--- src/rtl/core/rpn_pkg.sv ---
package rpn_pkg;

   // Byte codes that the path rules look at.
   localparam logic [7:0] CHR_SPACE  = 8'h20;
   localparam logic [7:0] CHR_DEL    = 8'h7F;
   localparam logic [7:0] CHR_SLASH  = 8'h2F;
   localparam logic [7:0] CHR_BSLASH = 8'h5C;
   localparam logic [7:0] CHR_COLON  = 8'h3A;
   localparam logic [7:0] CHR_DOT    = 8'h2E;
   localparam logic [7:0] CHR_NONE   = 8'h00;

   // Most dots a component may hold back before it turns ordinary.
   localparam logic [1:0] MAX_HELD_DOTS = 2'd2;

   // Fixed result slots of one burst, in output order.
   localparam int SLOT_SEP     = 0;
   localparam int SLOT_DOT1    = 1;
   localparam int SLOT_DOT2    = 2;
   localparam int SLOT_BYTE    = 3;
   localparam int SLOT_VERDICT = 4;
   localparam int NUM_SLOTS    = 5;

   typedef logic [NUM_SLOTS-1:0] slot_mask_type;

   // Results caused by one input beat.
   typedef struct packed {
      slot_mask_type mask;
      logic [7:0]    byte_val;
      logic          path_ok;
   } burst_type;

endpackage

--- src/rtl/core/rpn_step.sv ---
module rpn_step
   import rpn_pkg::*;
(
   input  logic       clock,
   input  logic       reset,
   input  logic       accept,
   input  logic [7:0] chr,
   input  logic       has_char,
   input  logic       last,
   output burst_type  burst
);

   logic       seen_byte_ff, seen_byte_in;
   logic       sep_pending_ff, sep_pending_in;
   logic       in_component_ff, in_component_in;
   logic       only_dots_ff, only_dots_in;
   logic [1:0] held_dots_ff, held_dots_in;
   logic       prev_was_sep_ff, prev_was_sep_in;
   logic       failed_ff, failed_in;
   logic       is_sep;
   logic       is_bad;

   assign is_sep = (chr == CHR_SLASH) || (chr == CHR_BSLASH);
   assign is_bad = (chr < CHR_SPACE) || (chr == CHR_DEL) || (chr == CHR_COLON);

   // Working values start from the stored state and are updated in model order.
   always_comb begin
      seen_byte_in    = seen_byte_ff;
      sep_pending_in  = sep_pending_ff;
      in_component_in = in_component_ff;
      only_dots_in    = only_dots_ff;
      held_dots_in    = held_dots_ff;
      prev_was_sep_in = prev_was_sep_ff;
      failed_in       = failed_ff;
      burst.mask      = '0;
      burst.byte_val  = chr;
      burst.path_ok   = 1'b0;

      if (has_char) begin
         if (failed_ff) begin
            failed_in = 1'b1;
         end else if (is_bad) begin
            failed_in = 1'b1;
         end else if (is_sep) begin
            if (!seen_byte_ff) begin
               failed_in = 1'b1;
            end else if (in_component_ff) begin
               if (only_dots_ff && (held_dots_ff != 2'd0)) begin
                  failed_in = 1'b1;
               end else begin
                  in_component_in = 1'b0;
                  sep_pending_in  = 1'b1;
               end
            end
            prev_was_sep_in = 1'b1;
         end else begin
            if (!in_component_ff) begin
               in_component_in = 1'b1;
               only_dots_in    = 1'b1;
               held_dots_in    = 2'd0;
            end
            if (only_dots_in) begin
               if ((chr == CHR_DOT) && (held_dots_in < MAX_HELD_DOTS)) begin
                  held_dots_in = held_dots_in + 2'd1;
               end else begin
                  // Flush the owed separator and held dots ahead of this byte.
                  burst.mask[SLOT_SEP]  = sep_pending_in;
                  burst.mask[SLOT_DOT1] = (held_dots_in != 2'd0);
                  burst.mask[SLOT_DOT2] = (held_dots_in == MAX_HELD_DOTS);
                  burst.mask[SLOT_BYTE] = 1'b1;
                  sep_pending_in        = 1'b0;
                  held_dots_in          = 2'd0;
                  only_dots_in          = 1'b0;
               end
            end else begin
               burst.mask[SLOT_BYTE] = 1'b1;
            end
            prev_was_sep_in = 1'b0;
         end
         seen_byte_in = 1'b1;
      end

      if (last) begin
         burst.mask[SLOT_VERDICT] = 1'b1;
         burst.path_ok = !failed_in && seen_byte_in && !prev_was_sep_in &&
                         in_component_in && !(only_dots_in && (held_dots_in != 2'd0));
         seen_byte_in    = 1'b0;
         sep_pending_in  = 1'b0;
         in_component_in = 1'b0;
         only_dots_in    = 1'b1;
         held_dots_in    = 2'd0;
         prev_was_sep_in = 1'b0;
         failed_in       = 1'b0;
      end
   end

   always_ff @(posedge clock) begin
      if (reset) begin
         seen_byte_ff    <= 1'b0;
         sep_pending_ff  <= 1'b0;
         in_component_ff <= 1'b0;
         only_dots_ff    <= 1'b1;
         held_dots_ff    <= 2'd0;
         prev_was_sep_ff <= 1'b0;
         failed_ff       <= 1'b0;
      end else if (accept) begin
         seen_byte_ff    <= seen_byte_in;
         sep_pending_ff  <= sep_pending_in;
         in_component_ff <= in_component_in;
         only_dots_ff    <= only_dots_in;
         held_dots_ff    <= held_dots_in;
         prev_was_sep_ff <= prev_was_sep_in;
         failed_ff       <= failed_in;
      end
   end

endmodule

--- src/rtl/core/rpn_burst.sv ---
module rpn_burst
   import rpn_pkg::*;
(
   input  logic       clock,
   input  logic       reset,
   input  logic       load,
   input  burst_type  burst,
   output logic       can_load,
   output logic       out_valid,
   input  logic       out_ready,
   output logic [7:0] out_char,
   output logic       is_char,
   output logic       path_ok,
   output logic       end_of_path
);

   slot_mask_type mask_ff, mask_in;
   logic [7:0]    byte_ff;
   logic          ok_ff;
   slot_mask_type head;
   slot_mask_type rest;
   logic          fire;

   // The lowest pending slot is the result on the port.
   assign head      = mask_ff & (~mask_ff + slot_mask_type'(1));
   assign rest      = mask_ff & ~head;
   assign out_valid = (mask_ff != '0);
   assign fire      = out_valid && out_ready;
   assign can_load  = !out_valid || (fire && (rest == '0));

   assign is_char     = !head[SLOT_VERDICT];
   assign end_of_path = head[SLOT_VERDICT];
   assign path_ok     = head[SLOT_VERDICT] && ok_ff;

   always_comb begin
      if (head[SLOT_SEP]) begin
         out_char = CHR_SLASH;
      end else if (head[SLOT_DOT1] || head[SLOT_DOT2]) begin
         out_char = CHR_DOT;
      end else if (head[SLOT_BYTE]) begin
         out_char = byte_ff;
      end else begin
         out_char = CHR_NONE;
      end
   end

   always_comb begin
      mask_in = mask_ff;
      if (fire) begin
         mask_in = rest;
      end
      if (load) begin
         mask_in = burst.mask;
      end
   end

   always_ff @(posedge clock) begin
      if (reset) begin
         mask_ff <= '0;
      end else begin
         mask_ff <= mask_in;
      end
   end

   always_ff @(posedge clock) begin
      if (load) begin
         byte_ff <= burst.byte_val;
         ok_ff   <= burst.path_ok;
      end
   end

`ifndef ASSERT_OFF
   a_load_when_free : assert property (@(posedge clock) disable iff (reset)
      load |-> can_load)
      else $error("burst loaded over pending results");
   a_drain_continues : assert property (@(posedge clock) disable iff (reset)
      (fire && (rest != '0) && !load) |=> out_valid)
      else $error("pending results lost while draining");
   a_dots_in_order : assert property (@(posedge clock) disable iff (reset)
      load |=> !(mask_ff[SLOT_DOT2] && !mask_ff[SLOT_DOT1]))
      else $error("second held dot without first");
   a_verdict_last : assert property (@(posedge clock) disable iff (reset)
      (out_valid && end_of_path) |-> (rest == '0))
      else $error("verdict is not the final result of its burst");
`endif

endmodule

--- src/rtl/core/repo_path_normalizer.sv ---
// Channel  Dir  tdata                          tuser       tlast
// req      in   [7:0] path byte                has_char    last beat of path
// rsp      out  [7:0] out byte, [8] path_ok    is_char     verdict beat
//
// One path byte is taken per beat and a beat may be accepted in every cycle.
// Each accepted beat yields zero to five result beats, drained one per cycle
// while rsp_tready is high; a beat with more than one result stalls req
// until its last result leaves. The synchronous reset clears the path state
// and the pending results. req is accepted when no result is pending or while
// the last pending result of the previous beat leaves.
module repo_path_normalizer
   import rpn_pkg::*;
(
   input  logic        clock,
   input  logic        reset,
   input  logic        req_tvalid,
   output logic        req_tready,
   input  logic [7:0]  req_tdata,   // [7:0] chr
   input  logic        req_tuser,   // [0] has_char
   input  logic        req_tlast,
   output logic        rsp_tvalid,
   input  logic        rsp_tready,
   output logic [15:0] rsp_tdata,   // [7:0] out_char, [8] path_ok, [15:9] zero
   output logic        rsp_tuser,   // [0] is_char
   output logic        rsp_tlast
);

   logic      accept;
   burst_type burst;
   logic [7:0] out_char;
   logic       path_ok;

   // A beat is taken when the result register is free or frees this cycle.
   assign accept = req_tvalid && req_tready;

   // The step unit holds the per-path state and works out the burst.
   rpn_step u_step (
      .clock    (clock),
      .reset    (reset),
      .accept   (accept),
      .chr      (req_tdata),
      .has_char (req_tuser),
      .last     (req_tlast),
      .burst    (burst)
   );

   // The burst register holds one beat's results and sends them in order.
   rpn_burst u_burst (
      .clock       (clock),
      .reset       (reset),
      .load        (accept),
      .burst       (burst),
      .can_load    (req_tready),
      .out_valid   (rsp_tvalid),
      .out_ready   (rsp_tready),
      .out_char    (out_char),
      .is_char     (rsp_tuser),
      .path_ok     (path_ok),
      .end_of_path (rsp_tlast)
   );

   assign rsp_tdata = {7'd0, path_ok, out_char};

endmodule

--- config.mk ---
export PLATFORM = sky130hd
export DESIGN_NAME = repo_path_normalizer
export DESIGN_NICKNAME = d
export VERILOG_FILES = /design/src/rtl/core/rpn_pkg.sv /design/src/rtl/core/rpn_step.sv /design/src/rtl/core/rpn_burst.sv /design/src/rtl/core/repo_path_normalizer.sv
export SDC_FILE = /design/constraint.sdc
export NUM_CORES = 1
export LEC_CHECK = 0
export BUFFER_PORTS_ARGS = -buffer_cell sky130_fd_sc_hd__buf_2
export CORE_ASPECT_RATIO = 1.25
export CORE_MARGIN = 5
export CORE_UTILIZATION = 45
export CTS_CLUSTER_SIZE = 40
export DETAILED_ROUTE_END_ITERATION = 6
export PLACE_DENSITY = 0.71
export SYNTH_ARGS = -nofsm -noshare
export SYNTH_HDL_FRONTEND = slang
export SYNTH_SLANG_ARGS = --single-unit
--- constraint.sdc ---
create_clock -name clock -period 1.6 [get_ports clock]
set_input_delay 0.16 -clock clock [delete_from_list [all_inputs] [get_ports clock]]
set_output_delay 0.16 -clock clock [all_outputs]
set_load 0.005 [all_outputs]
==> results of run 1 <==
## cell usage in the layout (no fill, tap or decap), drive strengths merged, types with 4 or more instances in the layout
master | netlist | final
and3 | 6 | 6
o21ai | 12 | 12
nand2 | 22 | 22
edfxtp | 9 | 9
nor4b | 4 | 4
buf | 10 | 66
a21oi | 14 | 14
conb | 1 | 7
dfxtp | 13 | 13
nor2b | 6 | 6
inv | 10 | 10
nor2 | 6 | 6
nand4b | 4 | 4
## logic make-up after synthesis
| family | after synthesis | synth area share (%) |
|---|---|---|
| buffers and inverters | 23 | 8.89 |
| DFF | 22 | 37.0 |
| AOI/OAI and AO/OA | 44 | 22.1 |
| adders and majority gates | 3 | 2.53 |
| other | 1 | 0.261 |
| and+or+nand+nor | 69 | 29.2 |
## cell type report
cell class | instances | area share, %
clock buffer | 3 | 1.96
clock inverter | 1 | 1.42
tap | 37 | 2.20
timing repair buffer | 66 | 22.8
inverter | 10 | 1.90
sequential | 22 | 26.4
multi-input combinational | 123 | 43.4
## power groups by stage
stage / Sequential, mW / Clock [mW] / Combinational, mW
after detailed placement: 0.652 / 0 / 0.288
after floorplan: 0.651 / 0 / 0.177
after global placement: 0.651 / 0 / 0.276
final: 0.636 / 0.499 / 0.343
after CTS: 0.636 / 0.519 / 0.311
after global routing: 0.641 / 0.557 / 0.374
## layer usage
metal  up-vias  track usage, %  wire length, µm
met5         -               0                0
met4         0            4.82               76
met2        44            35.2             2180
li1        711               -                -
met3         6            2.12              203
met1       683            22.3             1490
## registers in the layout, summed over array words and instances, names as in the netlist
name                    flops
u_burst.ok_ff               1
u_step.only_dots_ff         1
u_step.prev_was_sep_ff      1
u_step.in_component_ff      1
u_burst.mask_ff             5
u_burst.byte_ff             8
u_step.sep_pending_ff       1
u_step.held_dots_ff         2
u_step.seen_byte_ff         1
u_step.failed_ff            1
## path summary, 6_finish.rpt
kind,from,end,slack (ns)
worst min register to register,u_step.prev_was_sep_ff$_SDFFE_PP0P_,u_step.prev_was_sep_ff$_SDFFE_PP0P_,0.52
worst max register to register,u_burst.mask_ff[3]$_SDFFE_PP0P_,u_burst.byte_ff[0]$_DFFE_PP_,-0.12
worst max-delay path,u_burst.mask_ff[3]$_SDFFE_PP0P_,u_burst.byte_ff[0]$_DFFE_PP_,-0.12
worst min-delay path,req_tdata[0],u_burst.byte_ff[0]$_DFFE_PP_,0.12
## what timing repair did
action,4_1_cts,5_1_grt
cloned,0,1
setup buffers,7,2
gates resized for setup,17,30
pin swaps,9,17
endpoints found under the setup margin,27,32
==> qor.csv, run 1 <==
metric,value,unit
status,"complete, but fails checks",
violations,negative setup slack,
cts_made_buffers,3,
synth-edff-count,9,
worstPathMaxFanout,13,
diodes,0,
layout-drive-gt1-share,48.0,%
hold_buffers,0,
post_drt_wl_per_cell,15.1,µm
grt_pass1_vias,1432,
power_per_cell_area,701,nW/µm²
drv_slew,0,
whs,0.117,ns
synth_most_common_cell,nand2_1,
cp-start-kind,register,
clock_latency,0.25,ns
vias,1444,
endpoint_kind,register,
place_hpwl,2790,µm
portBuffers,26,
synth_area,1440,µm²
seqCellArea,556,µm²
async_flop_share,0,%
drt_iter0_drc,56,
antenna_left,0,
synth.distinct_cells,52,
place_area,1790,µm²
yosysSeqAreaShare,37.0,%
power,1.48,mW
final.fill_count,253,
clock-sinks,22,
fin_crit,1.72,ns
setup_viol,26,
final_design_area_no_fill,2110,µm²
critPathRequiredTime,1.63,ns
yosysTopAreaCell,edfxtp_1,
synth_top_area_share,18.8,%
cp.depth,5,
maxCapViolations,0,
syn_area_per_cell,8.86,µm²
first_pass_iters,5,
num_io_pins,34,
synthCells,162,
path_class,register to register,
setup_ws,-0.120,ns
die_h,73.1,µm
path_buf_inv,3,
grt_max_degree,14,
synthTopCellsByArea,"edfxtp_1 19%, dfxtp_1 18%, nand2_1 5.8%",
ir_drop,0.939,mV
area_delta_synth_final,46.9,%
finish.utilization,67.2,%
ys_warn_count,0,
clkTransAtPathRegs,0.07,ns
fmax,581,MHz
leakage,0.964,nW
p_switching,0.356,mW
preCtsSetupSlack,-0.107,ns
cts-root-buf,clkbuf_8,
cp.arrival,1.75,ns
routed_wl,3950,µm
crit_chain,"inv_2, maj3_2, a211oi_4, inv_4, buf_12",
synth_seq_cells,22,
intPower,1.12,mW
synth_common_cells,"22 x nand2_1, 13 x dfxtp_1, 12 x a21oi_1, 12 x o21ai_0",
fin_crit_sh,107,%
synth_ff_type,dfxtp_1,
core_area,3140,µm²
crit_family,compound AO/OA/AOI/OAI gates,
grt_usage,18.9,%
rsz0062_at_grt,yes,
viasPerCell,5.51,
finalClockSkew,0.00375,ns
combPwrFrac,23.2,%
die_area,4430,µm²
setup_tns,-1.83,ns
cts_tree,yes,
htreeDepth,1,
hold_class,input port to register,
rows,23,
grt_pass1_wl,6430,µm
multiInputGateArea,915,µm²
r2r_cells,5,
dp_cells,248,
worstHoldPathCells,1,
route.detailed.drc,0,
seq_power_share,43.0,%
place.gp.congestion,0.903,
critPathMaxStageDelay,0.41,ns
clk_path_buf_depth,2,
hold_viol_final,0,
initial_core_util,45.8,%
switching_share,24.1,%
crit_slowest_cell,a211oi_4,
antenna_found_initial,0,
fin_cells,262,
grt-ovfl-total,0,
die_w,60.5,µm
final_net_count,242,
pwr-share-clk,33.8,%
Note: power is estimated with default switching activity, not from simulation.
==> run 2, diff against run 1 <==
ABC_AREA = 1   (was default)
==> qor.csv, run 2 <==
metric,value,unit
fin_crit_sh,93.2,%
portBuffers,26,
synth_most_common_cell,nand2_1,
viasPerCell,4.75,
status,finished clean,
preCtsSetupSlack,0.0253,ns
maxCapViolations,0,
synth-edff-count,9,
clk_path_buf_depth,2,
drt_iter0_drc,49,
async_flop_share,0,%
drv_slew,0,
die_h,74.3,µm
place.gp.congestion,0.930,
final_net_count,279,
post_cts_buffers,0,
synth.distinct_cells,27,
power,1.33,mW
final_cell_mix,"71 x nand2_1, 37 x inv_1, 28 x nor2_1",
grt-ovfl-total,0,
hold_viol_final,0,
grt_max_degree,13,
largest_reg_flops,8,
syn_area_per_cell,6.55,µm²
reg.largest.list,"u_burst.byte_ff: 8 flops, u_burst.mask_ff: 5 flops, u_step.held_dots_ff: 2 flops",
cp.arrival,1.62,ns
grt_pass1_vias,1323,
synth_area,1490,µm²
fin_crit,1.49,ns
cpMostUsedCell,nand2_1,
fmax,671,MHz
die_w,61.4,µm
worstPathMaxFanout,5,
routed_wl,3070,µm
critPathMaxStageDelay,0.33,ns
route.detailed.drc,0,
cp-start-kind,register,
post_drt_wl_per_cell,10.3,µm
vias,1419,
grt_usage,15.3,%
yosysSeqAreaShare,35.7,%
synth_seq_cells,22,
multiInputGateArea,766,µm²
clkTransAtPathRegs,0.08,ns
largest-register,u_burst.byte_ff,
die_area,4560,µm²
path_buf_inv,2,
ys_warn_count,0,
endpoint_kind,register,
seqCellArea,537,µm²
hold_class,input port to register,
finalClockSkew,0.00294,ns
critPathRequiredTime,1.73,ns
setup_viol,0,
synth_ff_type,dfxtp_1,
clock_latency,0.26,ns
grt_pass1_wl,5330,µm
setup_ws,0.110,ns
initial_core_util,46.5,%
area_delta_synth_final,18.2,%
power_per_cell_area,758,nW/µm²
layout-drive-gt1-share,24.0,%
final.fill_count,332,
rows,23,
cts_made_buffers,3,
core_area,3190,µm²
num_io_pins,34,
path_class,register to register,
diodes,0,
synthCells,227,
fin_cells,299,
crit_chain,"nor2_1, nand4_2, nor2_2, nand2_1, nand2_1, inv_1, nand2_1, nand2_1, inv_1",
cts_tree,yes,
final_common_cell,nand2_1,
yosysTopAreaCell,nand2_1,
rsz0062_at_grt,no,
first_pass_iters,4,
antenna_left,0,
hold_buffers,0,
crit_family,simple AND/OR/NAND/NOR gates,
place_hpwl,2520,µm
antenna_found_initial,0,
setup_tns,0,ns
synth_top_area_share,18.4,%
synthTopCellsByArea,"nand2_1 18%, edfxtp_1 18%, dfxtp_1 18%",
cts-root-buf,clkbuf_8,
htreeDepth,1,
dp_cells,295,
ir_drop,0.377,mV
crit_slowest_cell,dfxtp_1,
synth_common_cells,"73 x nand2_1, 38 x inv_1, 31 x nor2_1",
leakage,0.932,nW
clock-sinks,22,
cts_resized,0,
finish.utilization,55.0,%
-- run 2: changes by cell type in the layout (fill, tap and decap cells not counted), sizes merged, moves of 4 or more --
| cell | before | now |
|---|---|---|
| nand4b | 4 | 0 |
| nand2 | 22 | 77 |
| buf | 66 | 37 |
| nor2b | 6 | 0 |
| nor4b | 4 | 0 |
| nor2 | 6 | 34 |
| a21oi | 14 | 10 |
| o21ai | 12 | 6 |
| and3 | 6 | 0 |
| inv | 10 | 38 |
| nand3 | 3 | 14 |
-- run 2: metal layers --
metal,up-vias,track usage [%],share of wire (%)
met5,-,0,0
met4,0,6.37,1.9
met3,7,2.60,5.9
met2,37,27.2,51
met1,620,17.8,41
li1,755,-,-
-- run 2: final cells by class --
class                      instances  area share [%]
inverter                          38            8.12
sequential                        22            30.6
clock buffer                       4            2.56
timing repair buffer              37            12.5
multi-input combinational        161            43.6
tap                               37            2.64
-- run 2: path summary, 6_finish.rpt --
path,from,end,slack (ns),depth (start not counted)
hold reg to reg,u_step.held_dots_ff[0]$_SDFFE_PP0P_,u_step.held_dots_ff[0]$_SDFFE_PP0P_,0.47,2
setup / recovery,u_step.failed_ff$_SDFFE_PP0P_,u_burst.ok_ff$_SDFFCE_PN0P_,0.11,9
hold / removal,req_tdata[3],u_burst.byte_ff[3]$_DFFE_PP_,0.10,1
setup reg to reg,u_step.failed_ff$_SDFFE_PP0P_,u_burst.ok_ff$_SDFFCE_PN0P_,0.11,9
-- run 2: logic make-up after synthesis --
group | Yosys count | share of synthesized area, %
buffers and inverters | 50 | 15.7
AOI/OAI and AO/OA | 22 | 8.25
adders and majority gates | 2 | 1.68
and+or+nand+nor | 130 | 38.4
DFF | 22 | 35.7
other | 1 | 0.252
-- run 2: metrics by stage --
step / area [µm²] / hold WS [ns]
2_1_floorplan: 1510 / 0.259
3_3_place_gp: 1680 / 0.369
3_5_place_dp: 1680 / 0.370
4_1_cts: 1720 / 0.0951
5_1_grt: 1760 / 0.0950
6_report: 1760 / 0.103
-- run 2: report_power, final --
| part | internal (mW) | leakage (nW) | switching, mW | total (mW) |
|---|---|---|---|---|
| clock network | 0.177 | 0.0228 | 0.170 | 0.347 |
| registers | 0.627 | 0.195 | 0.0202 | 0.648 |
| logic | 0.134 | 0.714 | 0.203 | 0.337 |
